`config.mk`:
```
export PLATFORM = sky130hd
export DESIGN_NAME = ptl_cell
export DESIGN_NICKNAME = d
export VERILOG_FILES = /design/src/rtl/ptl_pkg.sv /design/src/rtl/ptl_cell.sv
export SDC_FILE = /design/constraint.sdc
export NUM_CORES = 1
export LEC_CHECK = 0
export BUFFER_PORTS_ARGS = -buffer_cell sky130_fd_sc_hd__clkbuf_2
export CAP_MARGIN = 5
export CORE_ASPECT_RATIO = 0.8
export CORE_MARGIN = 1.5
export CORE_UTILIZATION = 47
export CTS_BUF_LIST = sky130_fd_sc_hd__clkbuf_4 sky130_fd_sc_hd__clkbuf_8
export CTS_CLUSTER_DIAMETER = 30
export DETAILED_ROUTE_END_ITERATION = 8
export GPL_TIMING_DRIVEN = 1
export PLACE_DENSITY = 0.85
export RECOVER_POWER = 25
export SYNTH_ARGS = -nofsm -noshare
export SYNTH_HDL_FRONTEND = slang
export SYNTH_SLANG_ARGS = --single-unit
```
`constraint.sdc`:
```
create_clock -name clk_i -period 2.28 [get_ports clk_i]
set_input_delay 0.114 -clock clk_i [delete_from_list [all_inputs] [get_ports clk_i]]
set_output_delay 0.114 -clock clk_i [all_outputs]
set_load 0.005 [all_outputs]
```
`src/rtl/ptl_pkg.sv`:
```
// shared types, constants and the phoneme-to-shape map of the timeline lookup
`timescale 1ns / 1ps

package ptl_pkg;

  localparam int MaxEntries = 256;
  localparam int IdxW       = $clog2(MaxEntries);
  localparam int CntW       = IdxW + 1;
  localparam int FrameW     = 16;
  localparam int ShapeW     = 4;
  localparam int PhonemeW   = 16;

  typedef enum logic [1:0] {
    KindClear  = 2'd0,
    KindAppend = 2'd1,
    KindQuery  = 2'd2
  } ptl_kind_e;

  typedef struct packed {
    logic [1:0]          kind;
    logic [FrameW-1:0]   start_frame;
    logic [PhonemeW-1:0] phoneme;
    logic [FrameW-1:0]   position;
  } ptl_in_t;

  typedef struct packed {
    logic [ShapeW-1:0] shape;
    logic              found;
    logic              unknown_phoneme;
    logic              table_full;
  } ptl_out_t;

  // query item walking down the row of cells
  typedef struct packed {
    logic              act;
    logic              found;
    logic [ShapeW-1:0] shape;
  } ptl_tok_t;

  // entry write broadcast to all cells
  typedef struct packed {
    logic              en;
    logic [IdxW-1:0]   idx;
    logic [FrameW-1:0] frame;
    logic [ShapeW-1:0] shape;
  } ptl_wr_t;

  typedef struct packed {
    logic              unknown;
    logic [ShapeW-1:0] shape;
  } ptl_map_t;

  function automatic ptl_map_t ptl_map_phoneme(logic [PhonemeW-1:0] code);
    ptl_map_t m;
    m.unknown = 1'b0;
    m.shape   = 4'd1;
    unique case (code)
      16'h005F: m.shape = 4'd0;
      16'h0251: m.shape = 4'd1;
      16'h0061: m.shape = 4'd1;
      16'h00E6: m.shape = 4'd1;
      16'h028C: m.shape = 4'd8;
      16'h0254: m.shape = 4'd1;
      16'h0259: m.shape = 4'd1;
      16'h0062: m.shape = 4'd6;
      16'h02A7: m.shape = 4'd2;
      16'h0064: m.shape = 4'd2;
      16'h00F0: m.shape = 4'd5;
      16'h025B: m.shape = 4'd8;
      16'h0268: m.shape = 4'd8;
      16'h025A: m.shape = 4'd9;
      16'h025D: m.shape = 4'd9;
      16'h0065: m.shape = 4'd1;
      16'h0066: m.shape = 4'd4;
      16'h0067: m.shape = 4'd8;
      16'h0261: m.shape = 4'd8;
      16'h0068: m.shape = 4'd8;
      16'h026A: m.shape = 4'd8;
      16'h0069: m.shape = 4'd3;
      16'h02A4: m.shape = 4'd2;
      16'h006B: m.shape = 4'd2;
      16'h006C: m.shape = 4'd5;
      16'h026B: m.shape = 4'd5;
      16'h006D: m.shape = 4'd6;
      16'h006E: m.shape = 4'd8;
      16'h014B: m.shape = 4'd8;
      16'h006F: m.shape = 4'd7;
      16'h0070: m.shape = 4'd6;
      16'h0072: m.shape = 4'd2;
      16'h027B: m.shape = 4'd2;
      16'h0279: m.shape = 4'd2;
      16'h0073: m.shape = 4'd2;
      16'h0283: m.shape = 4'd2;
      16'h0074: m.shape = 4'd2;
      16'h027E: m.shape = 4'd2;
      16'h03B8: m.shape = 4'd5;
      16'h028A: m.shape = 4'd9;
      16'h0075: m.shape = 4'd9;
      16'h0076: m.shape = 4'd4;
      16'h0077: m.shape = 4'd9;
      16'h006A: m.shape = 4'd8;
      16'h007A: m.shape = 4'd2;
      16'h0292: m.shape = 4'd2;
      16'h002E: m.shape = 4'd2;
      16'h0000: m.shape = 4'd0;
      default: begin
        m.unknown = 1'b1;
        m.shape   = 4'd1;
      end
    endcase
    return m;
  endfunction

endpackage

```
`src/rtl/ptl_cell.sv`:
```
// one timeline cell: holds one entry and checks the passing query item
`timescale 1ns / 1ps

module ptl_cell
  import ptl_pkg::*;
(
  input  logic              clk_i,
  input  logic              rst_ni,
  input  logic [IdxW-1:0]   idx_i,
  input  logic [CntW-1:0]   count_i,
  input  ptl_wr_t           wr_i,
  input  logic [FrameW-1:0] pos_i,
  input  logic [FrameW-1:0] nxt_frame_i,
  input  ptl_tok_t          tok_i,
  output logic [FrameW-1:0] frame_o,
  output ptl_tok_t          tok_o
);

  logic [FrameW-1:0] frame_q;
  logic [ShapeW-1:0] shape_q;
  ptl_tok_t          tok_q, tok_d;
  logic              in_range, last, match;

  always_ff @(posedge clk_i) begin
    if (wr_i.en && (wr_i.idx == idx_i)) begin
      frame_q <= wr_i.frame;
      shape_q <= wr_i.shape;
    end
  end

  assign in_range = CntW'(idx_i) < count_i;
  assign last     = (CntW'(idx_i) + CntW'(1)) == count_i;
  assign match    = in_range && (pos_i >= frame_q) && (last || (pos_i < nxt_frame_i));

  always_comb begin
    tok_d = tok_i;
    // first matching entry wins, later cells only pass the item on
    if (tok_i.act && !tok_i.found && match) begin
      tok_d.found = 1'b1;
      tok_d.shape = shape_q;
    end
  end

  always_ff @(posedge clk_i or negedge rst_ni) begin
    if (!rst_ni) begin
      tok_q <= '0;
    end else begin
      tok_q <= tok_d;
    end
  end

  assign frame_o = frame_q;
  assign tok_o   = tok_q;

endmodule

```
==> results.cfg <==
[outcome]
outcome = complete, no violations

[timing]
final_hold_vios = 0
unrepaired_setup_endpoints_after_global_routing = no
setup_viol = 0
final_max_slew_viol_count = 0
slew_headroom_pct = 70.4
finalWorstSetupSlack_ns = 0.119
tightest_slew_ns = 0.433
clock-skew-final_ns = 0.00401
final.setup.tns_ns = 0
fmax_mhz = 463
timing.final.crit_period_ns = 2.16
holdWs_ns = 0.0125
timing.final.crit_share_pct = 94.8

[hold_path]
worst_hold_path_type = in2reg

[synth]
synth_area_per_cell_um2 = 10.1
post_synth_inst_count = 210
synth_cell_types = 37
synthesis.yosys.warnings = 0
post_synthesis_sequential_area_ratio_pct = 35.5
synth_seq_cells = 26
postSynthNetCount = 336
netlist_area_um2 = 2110

[die]
ioPinCount = 108
die_width_um = 78.0
placeableCoreArea_um2 = 4260
placement_rows = 21
die_h_um = 63.0
die_area_um2 = 4910
start_util_pct = 49.6

[place]
port_buffers = 107
gp_routability_congestion = 0.925
pre_cts_setup_slack_ns = 0.0899
post-dp-hpwl_um = 4460

[critical_path]
critical_path_buf_inv_count = 0
r2r-end = tok_o[3]$_DFF_PN0_
crit_path_launch = frame_o[0]$_DFFE_PP_
worst-setup-path-type = reg2reg
end_kind = register
rrSetupSlack_ns = 0.12
worst_path_dominant_cell_family = compound AO/OA/AOI/OAI gates
worst_path_arrival_ns = 2.32
delay_of_the_slowest_cell_on_the_worst_path_ns = 0.39
critical_path_required_ns = 2.44
worst_setup_start_kind = register
critical_path.slowest_cell = sky130_fd_sc_hd__edfxtp_1
critical_path.max_fanout = 5
worst_r2r_startpoint = frame_o[0]$_DFFE_PP_
timing.critical_path.cells = ha_1 -> nand2b_1 -> a211oi_2 -> o211ai_1 -> a221o_1 -> o211ai_2 -> mux2_2
timing.reg2reg.worst_path_depth = 7
endpoint = tok_o[3]$_DFF_PN0_
critical_path_depth = 7

[power]
max_ir_drop_vdd_v = 0.000392
power.density_nw_per_um2 = 416
leak_pwr_nw = 1.51
finalPower_mw = 1.19

[global_route]
use_met2_pct = 37.2
grt_pass1_vias = 1996
grtUsageMet3_pct = 4.82
globalRoute.busiestLayer = met2
gr_met1_demand_resource_pct = 27.4
global_route.usage.total_pct = 21.8
antenna_found_initial = 0
overflow = 0
grt_max_degree = 21
wire_length_of_the_first_global_routing_pass_um = 8470

[cts]
clockRootBuffer = sky130_fd_sc_hd__clkbuf_8
worstSkewPairLatency_ns = 0.27
maximum_root_to_sink_buffer_count = 2
cts.sink_count = 26
cts_made_buffers = 3
tritoncts = yes
clock_tree.htree_level_count = 1
clk_transition_reported_paths_ns = 0.09

[final_layout]
final_layout_size_suffix_gt1_share_pct = 36.9
final_core_area_utilization_pct = 67.2
syn_to_final_growth_pct = 35.4
fillerInstances = 377
final-seq-area_um2 = 751
count_of_inserted_antenna_diode_cells = 0
design.final.nets = 455
multi_input_logic_area_um2 = 1200

[detailed_routing]
detailed_routing_iterations_pass_1 = 4
detail-route-antenna-nets = 0
detail_route.wl_per_cell_um = 13.6
detailroute.via_count = 1978
wl_um = 5230
drc = 0
detailedRoute.firstIterationViolations = 97
viasPerCell = 5.14

[run]
max_cap_violations = 0
## worst register-to-register path, stage by stage, from the launching register on
cell	delay, ns
sky130_fd_sc_hd__edfxtp_1	0.39
sky130_fd_sc_hd__ha_1	0.27
sky130_fd_sc_hd__nand2b_1	0.16
sky130_fd_sc_hd__a211oi_2	0.24
sky130_fd_sc_hd__o211ai_1	0.13
sky130_fd_sc_hd__a221o_1	0.34
sky130_fd_sc_hd__o211ai_2	0.14
sky130_fd_sc_hd__mux2_2	0.38
## registers in the layout (all words and copies together), names as in the netlist
| signal | cells |
|---|---|
| frame_o | 16 |
| shape_q | 4 |
| tok_o | 6 |
## synth_stat cells
| library cell | number | area [um^2] |
|---|---|---|
| sky130_fd_sc_hd__a2111o_1 | 1 | 11.3 |
| sky130_fd_sc_hd__a2111oi_0 | 2 | 17.5 |
| sky130_fd_sc_hd__a211o_1 | 1 | 8.76 |
| sky130_fd_sc_hd__a211oi_1 | 5 | 37.5 |
| sky130_fd_sc_hd__a21o_1 | 2 | 15.0 |
| sky130_fd_sc_hd__a21oi_1 | 11 | 55.1 |
| sky130_fd_sc_hd__a221o_1 | 2 | 20.0 |
| sky130_fd_sc_hd__a2bb2oi_1 | 1 | 8.76 |
| sky130_fd_sc_hd__a31oi_1 | 2 | 12.5 |
| sky130_fd_sc_hd__and3_1 | 1 | 6.26 |
| sky130_fd_sc_hd__and4_1 | 3 | 26.3 |
| sky130_fd_sc_hd__and4_2 | 1 | 10.0 |
| sky130_fd_sc_hd__clkbuf_2 | 1 | 5.00 |
| sky130_fd_sc_hd__dfrtp_1 | 6 | 150 |
| sky130_fd_sc_hd__edfxtp_1 | 20 | 601 |
| sky130_fd_sc_hd__ha_1 | 40 | 500 |
| sky130_fd_sc_hd__inv_1 | 42 | 158 |
| sky130_fd_sc_hd__mux2_2 | 4 | 45.0 |
| sky130_fd_sc_hd__nand2_1 | 11 | 41.3 |
| sky130_fd_sc_hd__nand2b_1 | 4 | 25.0 |
| sky130_fd_sc_hd__nand3_1 | 6 | 30.0 |
| sky130_fd_sc_hd__nand4_1 | 4 | 25.0 |
| sky130_fd_sc_hd__nor2_1 | 2 | 7.51 |
| sky130_fd_sc_hd__nor2b_1 | 2 | 12.5 |
| sky130_fd_sc_hd__nor3_1 | 2 | 10.0 |
| sky130_fd_sc_hd__nor4_1 | 1 | 6.26 |
| sky130_fd_sc_hd__nor4_2 | 1 | 12.5 |
| sky130_fd_sc_hd__o2111a_1 | 1 | 11.3 |
| sky130_fd_sc_hd__o211ai_1 | 3 | 22.5 |
| sky130_fd_sc_hd__o211ai_2 | 1 | 12.5 |
| sky130_fd_sc_hd__o21a_1 | 2 | 15.0 |
| sky130_fd_sc_hd__o21ai_0 | 6 | 30.0 |
| sky130_fd_sc_hd__o21ba_2 | 1 | 10.0 |
| sky130_fd_sc_hd__or2b_1 | 1 | 7.51 |
| sky130_fd_sc_hd__or3_1 | 1 | 6.26 |
| sky130_fd_sc_hd__xnor2_1 | 9 | 78.8 |
| sky130_fd_sc_hd__xor2_1 | 7 | 61.3 |
## power breakdown
group          total [mW]  switching (mW)  internal (mW)
Combinational       0.292           0.141          0.151
Sequential          0.521         0.00269          0.518
Clock               0.378           0.143          0.235
## area by class of cell
cell class                      instances  area share, %
Multi-Input combinational cell        141           42.1
Sequential cell                        26           26.2
Timing Repair Buffer                  115           21.2
Inverter                               42           5.51
Tap cell                               57           2.49
Clock buffer                            3           1.44
Clock inverter                          1           1.05
## how the worst min path moves through the flow
stage	startpoint	to	slack, ns	cells past startpoint
2_1_floorplan	rst_ni	tok_o[0]$_DFF_PN0_	-0.18	0
3_3_place_gp	rst_ni	tok_o[1]$_DFF_PN0_	-0.04	1
3_5_place_dp	rst_ni	tok_o[0]$_DFF_PN0_	-0.04	1
4_1_cts	wr_i[5]	frame_o[1]$_DFFE_PP_	0.007	1
5_1_grt	wr_i[5]	frame_o[1]$_DFFE_PP_	0.0009	1
6_report	wr_i[14]	frame_o[10]$_DFFE_PP_	0.01	1
## per-layer routing
metal,vias to the layer above,wire length [um]
met5,-,0
li1,989,-
met2,91,2400
met1,886,2310
met3,12,393
met4,0,121
## stage by stage
stage / instances / instance area, um^2
global route: 385 / 2860
floorplan: 210 / 2110
finish: 385 / 2860
CTS: 382 / 2830
detailed placement: 376 / 2740
global placement: 376 / 2740
## cells by family (layout without fill, tap and decap cells)
family	Yosys count	count (layout)	synth area share [%]
xor gates and xnor gates	16	16	6.63
and+or+nand+nor	40	40	10.7
adders and majority gates	40	40	23.7
AOI/OAI and AO/OA	41	41	13.6
DFF	26	26	35.5
buffers and inverters	43	161	7.70
muxes	4	4	2.13
## cell usage in the layout, fill, tap and decap left out, types with 2 or more instances in the layout
master / n
sky130_fd_sc_hd__nand3_1: 6
sky130_fd_sc_hd__nor3_1: 2
sky130_fd_sc_hd__clkbuf_1: 2
sky130_fd_sc_hd__xnor2_1: 9
sky130_fd_sc_hd__ha_1: 40
sky130_fd_sc_hd__clkbuf_2: 105
sky130_fd_sc_hd__nand4_1: 4
sky130_fd_sc_hd__inv_1: 42
sky130_fd_sc_hd__o211ai_1: 3
sky130_fd_sc_hd__a21o_1: 2
sky130_fd_sc_hd__nor2b_1: 2
sky130_fd_sc_hd__xor2_1: 7
sky130_fd_sc_hd__a211oi_1: 4
sky130_fd_sc_hd__nor2_1: 2
sky130_fd_sc_hd__edfxtp_1: 20
sky130_fd_sc_hd__nand2_1: 11
sky130_fd_sc_hd__a21oi_1: 11
sky130_fd_sc_hd__and4_1: 3
sky130_fd_sc_hd__clkbuf_8: 3
sky130_fd_sc_hd__dlygate4sd3_1: 5
sky130_fd_sc_hd__a2111oi_0: 2
sky130_fd_sc_hd__buf_4: 3
sky130_fd_sc_hd__a31oi_1: 2
sky130_fd_sc_hd__mux2_2: 4
sky130_fd_sc_hd__o21ai_0: 6
sky130_fd_sc_hd__o21a_1: 2
sky130_fd_sc_hd__a221o_1: 2
sky130_fd_sc_hd__dfrtp_1: 6
sky130_fd_sc_hd__nand2b_1: 4
## what timing repair did
item / CTS / global route
hold buffers: 2 / 3
setup endpoints to repair: 0 / 2
hold endpoints to repair: 7 / 3
buffers inserted: 0 / 0
gates resized for setup: 0 / 1
Note: power is estimated with default switching activity, not from simulation.
